### src/rbpq_pkg.sv
// Package for the radix bitmap priority queue: tree geometry, request and
// status codes, controller/datapath structs and bit search functions.
// No dependencies.
package rbpq_pkg;

  localparam int FANOUT_BITS    = 5;
  localparam int LEVELS         = 2;
  localparam int WORD_BITS      = 1 << FANOUT_BITS;
  localparam int KEY_BITS       = FANOUT_BITS * LEVELS;
  localparam int NUM_KEYS       = 1 << KEY_BITS;
  localparam int LEAF_WORDS     = 1 << (FANOUT_BITS * (LEVELS - 1));
  localparam int COUNT_BITS_DEF = 16;
  localparam int REQ_BITS       = 3;
  localparam int STATUS_BITS    = 2;
  localparam int RES_KEY_BITS   = 10;

  localparam logic [REQ_BITS-1:0] REQ_INSERT = 3'd0;
  localparam logic [REQ_BITS-1:0] REQ_DELETE = 3'd1;
  localparam logic [REQ_BITS-1:0] REQ_MIN    = 3'd2;
  localparam logic [REQ_BITS-1:0] REQ_MAX    = 3'd3;
  localparam logic [REQ_BITS-1:0] REQ_SUCC   = 3'd4;
  localparam logic [REQ_BITS-1:0] REQ_PRED   = 3'd5;

  localparam logic [STATUS_BITS-1:0] ST_OK     = 2'd0;
  localparam logic [STATUS_BITS-1:0] ST_NONE   = 2'd1;
  localparam logic [STATUS_BITS-1:0] ST_ABSENT = 2'd2;
  localparam logic [STATUS_BITS-1:0] ST_FULL   = 2'd3;

  typedef logic [WORD_BITS-1:0]   word_t;
  typedef logic [FANOUT_BITS-1:0] rank_t;
  typedef logic [KEY_BITS-1:0]    key_t;

  typedef struct packed {
    logic  found;
    rank_t idx;
  } pos_t;

  // controller -> datapath
  typedef struct packed {
    logic load;
    logic clr_wr;
    key_t clr_addr;
    logic upd;
    logic find1;
    logic find2;
    logic emit;
  } dp_cmd_t;

  // datapath -> controller
  typedef struct packed {
    logic need_desc;
  } dp_stat_t;

  function automatic pos_t low_from(input word_t w);
    pos_t p;
    p = '0;
    for (int i = WORD_BITS - 1; i >= 0; i--) begin
      if (w[i]) begin
        p.found = 1'b1;
        p.idx   = FANOUT_BITS'(i);
      end
    end
    return p;
  endfunction

  function automatic pos_t high_from(input word_t w);
    pos_t p;
    p = '0;
    for (int i = 0; i < WORD_BITS; i++) begin
      if (w[i]) begin
        p.found = 1'b1;
        p.idx   = FANOUT_BITS'(i);
      end
    end
    return p;
  endfunction

  function automatic word_t mask_above(input rank_t r);
    word_t m;
    for (int i = 0; i < WORD_BITS; i++) m[i] = (i > int'(r));
    return m;
  endfunction

  function automatic word_t mask_below(input rank_t r);
    word_t m;
    for (int i = 0; i < WORD_BITS; i++) m[i] = (i < int'(r));
    return m;
  endfunction

endpackage

### src/rbpq_ctrl.sv
// Controller: count-store clearing pass after reset, request sequencing and
// result valid handshake. Depends on rbpq_pkg.
module rbpq_ctrl (
  input  logic                          clk,
  input  logic                          rst_n,
  input  logic                          in_valid,
  output logic                          in_ready,
  input  logic [rbpq_pkg::REQ_BITS-1:0] in_req_type,
  output logic                          out_valid,
  input  logic                          out_ready,
  output rbpq_pkg::dp_cmd_t             cmd,
  input  rbpq_pkg::dp_stat_t            stat
);
  import rbpq_pkg::*;

  typedef enum logic [2:0] {
    S_CLEAR, S_IDLE, S_READ, S_UPD, S_FIND1, S_FIND2, S_DONE
  } state_t;

  state_t              state_r, state_nxt;
  logic [KEY_BITS-1:0] clr_cnt_r, clr_cnt_nxt;
  logic                out_valid_r, out_valid_nxt;
  logic                accept, emit;

  assign in_ready = (state_r == S_IDLE);
  assign accept   = in_valid && in_ready;
  assign emit     = (state_r == S_DONE) && (!out_valid_r || out_ready);

  always_comb begin
    cmd          = '0;
    cmd.load     = accept;
    cmd.clr_wr   = (state_r == S_CLEAR);
    cmd.clr_addr = clr_cnt_r;
    cmd.upd      = (state_r == S_UPD);
    cmd.find1    = (state_r == S_FIND1);
    cmd.find2    = (state_r == S_FIND2);
    cmd.emit     = emit;
  end

  always_comb begin
    state_nxt     = state_r;
    clr_cnt_nxt   = clr_cnt_r;
    out_valid_nxt = out_valid_r && !out_ready;
    unique case (state_r)
      S_CLEAR: begin
        clr_cnt_nxt = clr_cnt_r + 1'b1;
        if (clr_cnt_r == '1) state_nxt = S_IDLE;
      end
      S_IDLE: if (accept) begin
        if (in_req_type == REQ_INSERT || in_req_type == REQ_DELETE) state_nxt = S_READ;
        else state_nxt = S_FIND1;
      end
      S_READ:  state_nxt = S_UPD;
      S_UPD:   state_nxt = S_DONE;
      S_FIND1: state_nxt = stat.need_desc ? S_FIND2 : S_DONE;
      S_FIND2: state_nxt = S_DONE;
      S_DONE: if (emit) begin
        out_valid_nxt = 1'b1;
        state_nxt     = S_IDLE;
      end
      default: state_nxt = S_IDLE;
    endcase
  end

  always_ff @(posedge clk) begin
    if (!rst_n) begin
      state_r     <= S_CLEAR;
      clr_cnt_r   <= '0;
      out_valid_r <= 1'b0;
    end else begin
      state_r     <= state_nxt;
      clr_cnt_r   <= clr_cnt_nxt;
      out_valid_r <= out_valid_nxt;
    end
  end

  assign out_valid = out_valid_r;

endmodule

### config.mk
export PLATFORM = sky130hd
export DESIGN_NAME = rbpq_ctrl
export DESIGN_NICKNAME = d
export VERILOG_FILES = /design/src/rbpq_pkg.sv /design/src/rbpq_ctrl.sv
export SDC_FILE = /design/constraint.sdc
export NUM_CORES = 1
export LEC_CHECK = 0
export ABC_AREA = 1
export BUFFER_PORTS_ARGS = -buffer_cell sky130_fd_sc_hd__buf_2
export CAP_MARGIN = 20
export CORE_MARGIN = 4
export CORE_UTILIZATION = 49
export DETAILED_ROUTE_END_ITERATION = 7
export PLACE_DENSITY = 0.88
export REMOVE_ABC_BUFFERS = 1
export SYNTH_ARGS = -nofsm -noshare
export SYNTH_HDL_FRONTEND = slang
export SYNTH_SLANG_ARGS = --single-unit
### constraint.sdc
create_clock -name clk -period 1.56 [get_ports clk]
set_input_delay 0.156 -clock clk [delete_from_list [all_inputs] [get_ports clk]]
set_output_delay 0.156 -clock clk [all_outputs]
set_load 0.02 [all_outputs]
==> out/metrics.cfg, run 1 <==
[outcome]
outcome=finished, final reports clean

[yosys]
synth_cell_types=24
ys_seq_area_frac=0.327
synth_edf_count=0
synth_area_um2=857
yosysTopAreaCell=dfxtp_1
post-synth-top-count-cell=nand2_1
synthTopCellsByCount=27 x nand2_1, 21 x inv_1, 21 x nor2_1
ys_ff_latch=14
yosysWarnings=0
ys.flop_type=dfxtp_1
netlist_instances=132
synthTopCellsByArea=dfxtp_1 33%, nand2_1 12%, inv_1 9.2%
synth_top_area_frac=0.327
synth_async_sr_flop_share=0
syn-mean-instance-area_um2=6.49

[cts]
cts_buffers=3
clock_path_buffers=2
cts-root-buf=clkbuf_4
clock_sinks=14
cts_resized=0
cts_setup_buffers=0
clk_pin_slew_worst_paths_ps=80
cts_tree=built
htree_levels=1
cts_hold_buf=0
clk-insertion-delay-late_ps=260

[sta]
rsz0062_at_grt=no
final-max-slew-violation-count=0
fin_tns_setup_ps=0
setup_violations=0
fin_crit_ps=1440
post-route-period-util=0.924
tightest_slew_ps=371
layout_setup_ws_ps=118
slew_headroom=0.753
hold_violations=0
fin_skew_ps=2.91
max_freq_ghz=0.694
holdWs_ps=175

[hold_path]
hold_depth=4
hp-class=input pin to flop

[power_and_ir_drop]
leakagePower_nw=0.522
vdd_drop_max_mv=1.20
pwr_density_cell_nw_per_um2=1250
power_mw=1.24

[placement]
place.gp.congestion=0.832
dp_hpwl_mm=1.50
pre_cts_ws_ps=211
port-buffer-count=24

[cells_and_area]
fin_nets=166
syn2layout_area_growth_pct=15.3
fillCellCount=160
diodes=0
drive_gt1_frac=0.265
final_core_util=0.627

[critical_path]
r2r-end=state_r[1]$_SDFFE_PN0P_
rrSetupSlack_ps=200
end_kind=output pin
cp.arrival_ps=1290
crit_type=flop to output pin
worstSetupEndpoint=in_ready
cp-start-kind=flop
crit_start=state_r[1]$_SDFFE_PN0P_
cp.required_ps=1400
path_max_fanout=9
r2r-start=state_r[1]$_SDFFE_PN0P_
rr_worst_depth=7

[floorplanning]
rows=14
die_w_um=49.8
chipHeight_um=49.8
initial_utilization=0.544
num_io_pins=26
dieArea_um2=2480
core_area_um2=1580

[drt]
first_iter_violations=24
wl_mm=1.85
drt_pre_antenna_iters=4
viasPerCell=4.92
vias=842
drcViolationCount=0
ant_nets=0
routedWlPerCell_um=10.8

[global_route]
antenna_found_initial=0
overflow=0
grt_pass1_wl_mm=2.96
grt_max_degree=10
grt_util_all_layers=0.150
grt_pass1_vias=711

[flow_run]
drv_cap=0

## final cells by class
cell class,count,area [um2],share of cell area
sequential,14,280,0.284
multi-input combinational,90,453,0.458
tap,16,20.0,0.0203
clock buffer,3,22.5,0.0228
timing repair buffer,24,120,0.122
inverter,24,92.6,0.0937
## worst max-delay path, stage by stage (launching register included)
cell and delay [ps]:
dfxtp_1 550, inv_1 110, nand3_1 170, inv_1 50, buf_2 150
## metal layers
metal,GRT usage,part of all wire,vias up
li1,-,-,453
met1,0.193,0.43,366
met2,0.251,0.49,21
met3,0.0301,0.060,2
met4,0.0415,0.011,0
met5,0,0,-
## state kept, by name, indices dropped and copies added, names as in the netlist
name,cells
state_r,3
out_valid,1
clr_cnt_r,10
## layout by cell type, fill, tap and decap left out, drive strengths merged, types with 3 or more instances in the layout
master / count
nor3: 5
buf: 24
dfxtp: 14
inv: 24
clkbuf: 3
a21oi: 7
o21ai: 5
nand3: 11
nand2: 30
nor2: 26
## metrics by stage
step / instance area, um2 / instances
floorplan: 826 / 128
global placement: 966 / 168
detailed placement: 966 / 168
CTS: 988 / 171
global route: 988 / 171
finish: 988 / 171
## worst min path at each step
| stage | start | end | slack (ps) |
|---|---|---|---|
| 6_report | out_ready | out_valid$_SDFF_PN0_ | 180 |
| 5_1_grt | rst_n | clr_cnt_r[9]$_SDFFE_PN0P_ | 190 |
| 4_1_cts | out_ready | out_valid$_SDFF_PN0_ | 180 |
| 3_5_place_dp | out_ready | out_valid$_SDFF_PN0_ | 460 |
| 3_3_place_gp | out_ready | out_valid$_SDFF_PN0_ | 450 |
| 2_1_floorplan | rst_n | clr_cnt_r[9]$_SDFFE_PN0P_ | 280 |
## report_power, final
part / internal [mW] / leakage, nW / switching (mW) / total [mW]
combinational: 0.187 / 0.395 / 0.384 / 0.571
clock: 0.0889 / 0.0138 / 0.0989 / 0.188
sequential: 0.406 / 0.114 / 0.0749 / 0.480
## cells by family after synthesis
group / after synthesis / share of synthesized area
fa+ha+maj: 1 / 0.0146
flops: 14 / 0.327
compound gates: 13 / 0.0774
buf+inv: 28 / 0.145
simple gates: 75 / 0.426
xor+xnor: 1 / 0.0102
Note: power is estimated with default switching activity, not from simulation.
==> run 2, diff against run 1 <==
CORE_UTILIZATION = 30   (was 49)
PLACE_DENSITY = 0.62   (was 0.88)
==> run 2 against run 1 <==
Effect of this change:
- first-iteration DRC count up 25%
- non-clock buffer count unchanged
- flip-flop and latch count unchanged
- largest power group unchanged
- highest routed layer unchanged
==> out/metrics.cfg, run 2 (same netlist as run 1, synthesis figures left out) <==
[outcome]
outcome=finished, final reports clean  ; unchanged

[cts]
clock_sinks=14  ; unchanged
clk_pin_slew_worst_paths_ps=80  ; about the same
clk-insertion-delay-late_ps=270  ; was 260 ps
cts_resized=0  ; unchanged
clock_path_buffers=2  ; unchanged
cts_buffers=3  ; unchanged
htree_levels=1  ; unchanged
cts_hold_buf=0  ; unchanged
cts_tree=built  ; unchanged
cts-root-buf=clkbuf_4  ; unchanged
cts_setup_buffers=0  ; unchanged

[cells_and_area]
drive_gt1_frac=0.277  ; was 0.265
fin_nets=166  ; unchanged
mostFrequentLayoutCell=nand2_1  ; unchanged
syn2layout_area_growth_pct=17.8  ; was 15.3%
final_cell_mix=27 x nand2_1, 24 x buf_2, 21 x nor2_1, 21 x inv_1, 12 x dfxtp_1  ; was 27 x nand2_1, 24 x buf_2, 21 x nor2_1, 21 x inv_1, 14 x dfxtp_1
largest_register=clr_cnt_r  ; unchanged
largest_reg_flops=10  ; unchanged
diodes=0  ; unchanged

[hold_path]
hold_depth=4  ; unchanged
min_delay_worst_endpoint=out_valid$_SDFF_PN0_  ; unchanged
hp-class=input pin to flop  ; unchanged
min_from=out_ready  ; unchanged

[critical_path]
path_max_fanout=8  ; was 9
crit_type=flop to output pin  ; unchanged
crit_path_top_delay_cell=dfxtp_1  ; unchanged
cp-start-kind=flop  ; unchanged
crit_buf_inv=2  ; was 3
rrSetupSlack_ps=190  ; was 200 ps
cp.arrival_ps=1240  ; was 1290 ps
rr_worst_depth=8  ; was 7
cp.required_ps=1400  ; about the same
end_kind=output pin  ; unchanged
path_delay_family=flip-flops  ; unchanged
r2r-end=clr_cnt_r[6]$_SDFFE_PN0P_  ; was state_r[1]$_SDFFE_PN0P_
r2r-start=clr_cnt_r[0]$_SDFFE_PN0P_  ; was state_r[1]$_SDFFE_PN0P_
critical_path.cell_chain=inv_2, nand3_1, nor2_1, buf_2  ; was inv_1, nand3_1, inv_1, buf_2
cpPeakStageDelay_ps=370  ; was 550 ps

[placement]
dp_hpwl_mm=1.49  ; was 1.50 mm
place.gp.congestion=0.821  ; was 0.832
port-buffer-count=24  ; unchanged

[floorplanning]
chipHeight_um=61.5  ; was 49.8 um
die_w_um=61.5  ; was 49.8 um
initial_utilization=0.314  ; was 0.544
rows=19  ; was 14
core_area_um2=2730  ; was 1580 um2
dieArea_um2=3780  ; was 2480 um2
num_io_pins=26  ; unchanged

[sta]
post-route-period-util=0.897  ; was 0.924
rsz0062_at_grt=no  ; unchanged
fin_skew_ps=1.35  ; was 2.91 ps
final-max-slew-violation-count=0  ; unchanged
hold_violations=0  ; unchanged
slew_headroom=0.808  ; was 0.753
fin_crit_ps=1400  ; was 1440 ps
fin_tns_setup_ps=0  ; unchanged
setup_violations=0  ; unchanged
tightest_slew_ps=287  ; was 371 ps
holdWs_ps=161  ; was 175 ps
max_freq_ghz=0.715  ; was 0.694 GHz

[drt]
first_iter_violations=30  ; was 24
vias=870  ; was 842
viasPerCell=4.68  ; was 4.92
ant_nets=0  ; unchanged
drcViolationCount=0  ; unchanged
drt_pre_antenna_iters=4  ; unchanged
routedWlPerCell_um=9.76  ; was 10.8 um
wl_mm=1.82  ; was 1.85 mm

[global_route]
antenna_found_initial=0  ; unchanged
grt_util_all_layers=0.110  ; was 0.150
grt_pass1_vias=806  ; was 711
grt_max_degree=10  ; unchanged
grt_pass1_wl_mm=3.14  ; was 2.96 mm
overflow=0  ; unchanged

[power_and_ir_drop]
p_sw_frac=0.449  ; was 0.450
power_switching_uw=559  ; was 558 uW
pwr-share-clk=0.161  ; was 0.152
combPwrFrac=0.451  ; was 0.461
p_seq_frac=0.389  ; was 0.388
vdd_drop_max_mv=0.528  ; was 1.20 mV
p_int_uw=685  ; was 681 uW
pwr_density_cell_nw_per_um2=1230  ; was 1250 nW/um2
leakagePower_nw=0.523  ; was 0.522 nW

[flow_run]
drv_cap=0  ; unchanged

run 2: cell types whose count changed in the layout (fill, tap and decap cells not counted):
| cell | change |
|---|---|
| dfxtp_1 | -2 |
| dfxtp_2 | +2 |
run 2: per-layer routing:
layer / vias up / share of wire / track usage / wire length (um)
met3: 2 / 0.062 / 0.0252 / 113
met5: - / 0 / 0 / 0
li1: 455 / - / - / -
met2: 22 / 0.48 / 0.196 / 868
met4: 0 / 0.0055 / 0.0455 / 10
met1: 391 / 0.45 / 0.127 / 823
run 2: layout make-up:
cell class,count,area (um2)
repair buffers,24,120
inverters,24,92.6
well taps,31,38.8
fillers,315,1720
multi-input cells,90,453
flip-flops and latches,14,283
clock buffers,3,22.5
run 2: how the worst max path moves through the flow:
stage	start	to	slack [ps]	depth (start not counted)
2_1_floorplan	clr_cnt_r[0]$_SDFFE_PN0P_	clr_cnt_r[6]$_SDFFE_PN0P_	180	8
3_3_place_gp	state_r[1]$_SDFFE_PN0P_	state_r[1]$_SDFFE_PN0P_	220	7
3_5_place_dp	state_r[1]$_SDFFE_PN0P_	state_r[1]$_SDFFE_PN0P_	200	7
4_1_cts	state_r[0]$_SDFFE_PN0P_	cmd[1]	80	5
5_1_grt	state_r[2]$_SDFFE_PN0P_	cmd[15]	40	4
6_report	state_r[2]$_SDFFE_PN0P_	cmd[15]	160	4
run 2: worst register-to-register path, cell delays in order, from the launching register on:
cell and delay, ps:
dfxtp_1 390, ha_1 210, inv_1 60, nor2_1 250, nand2_2 110, nor2_4 110, nand2_1 60, nand2_1 50
nor2_1 40
run 2: power by group through the flow:
stage	registers [mW]	clock network, mW	logic, mW
2_1_floorplan	0.511	0	0.397
4_1_cts	0.479	0.211	0.569
3_5_place_dp	0.487	0	0.566
5_1_grt	0.495	0.233	0.631
6_report	0.483	0.200	0.561
3_3_place_gp	0.487	0	0.554
run 2: per-stage QoR:
stage / area, um2 / power [mW] / utilization / cells / setup WS (ps)
2_1_floorplan: 826 / 0.908 / - / 128 / 180
3_3_place_gp: 985 / 1.04 / 0.360 / 183 / 219
3_5_place_dp: 985 / 1.05 / 0.360 / 183 / 205
4_1_cts: 1010 / 1.26 / 0.368 / 186 / 82.3
5_1_grt: 1010 / 1.36 / 0.369 / 186 / 36.0
6_report: 1010 / 1.24 / 0.369 / 186 / 161
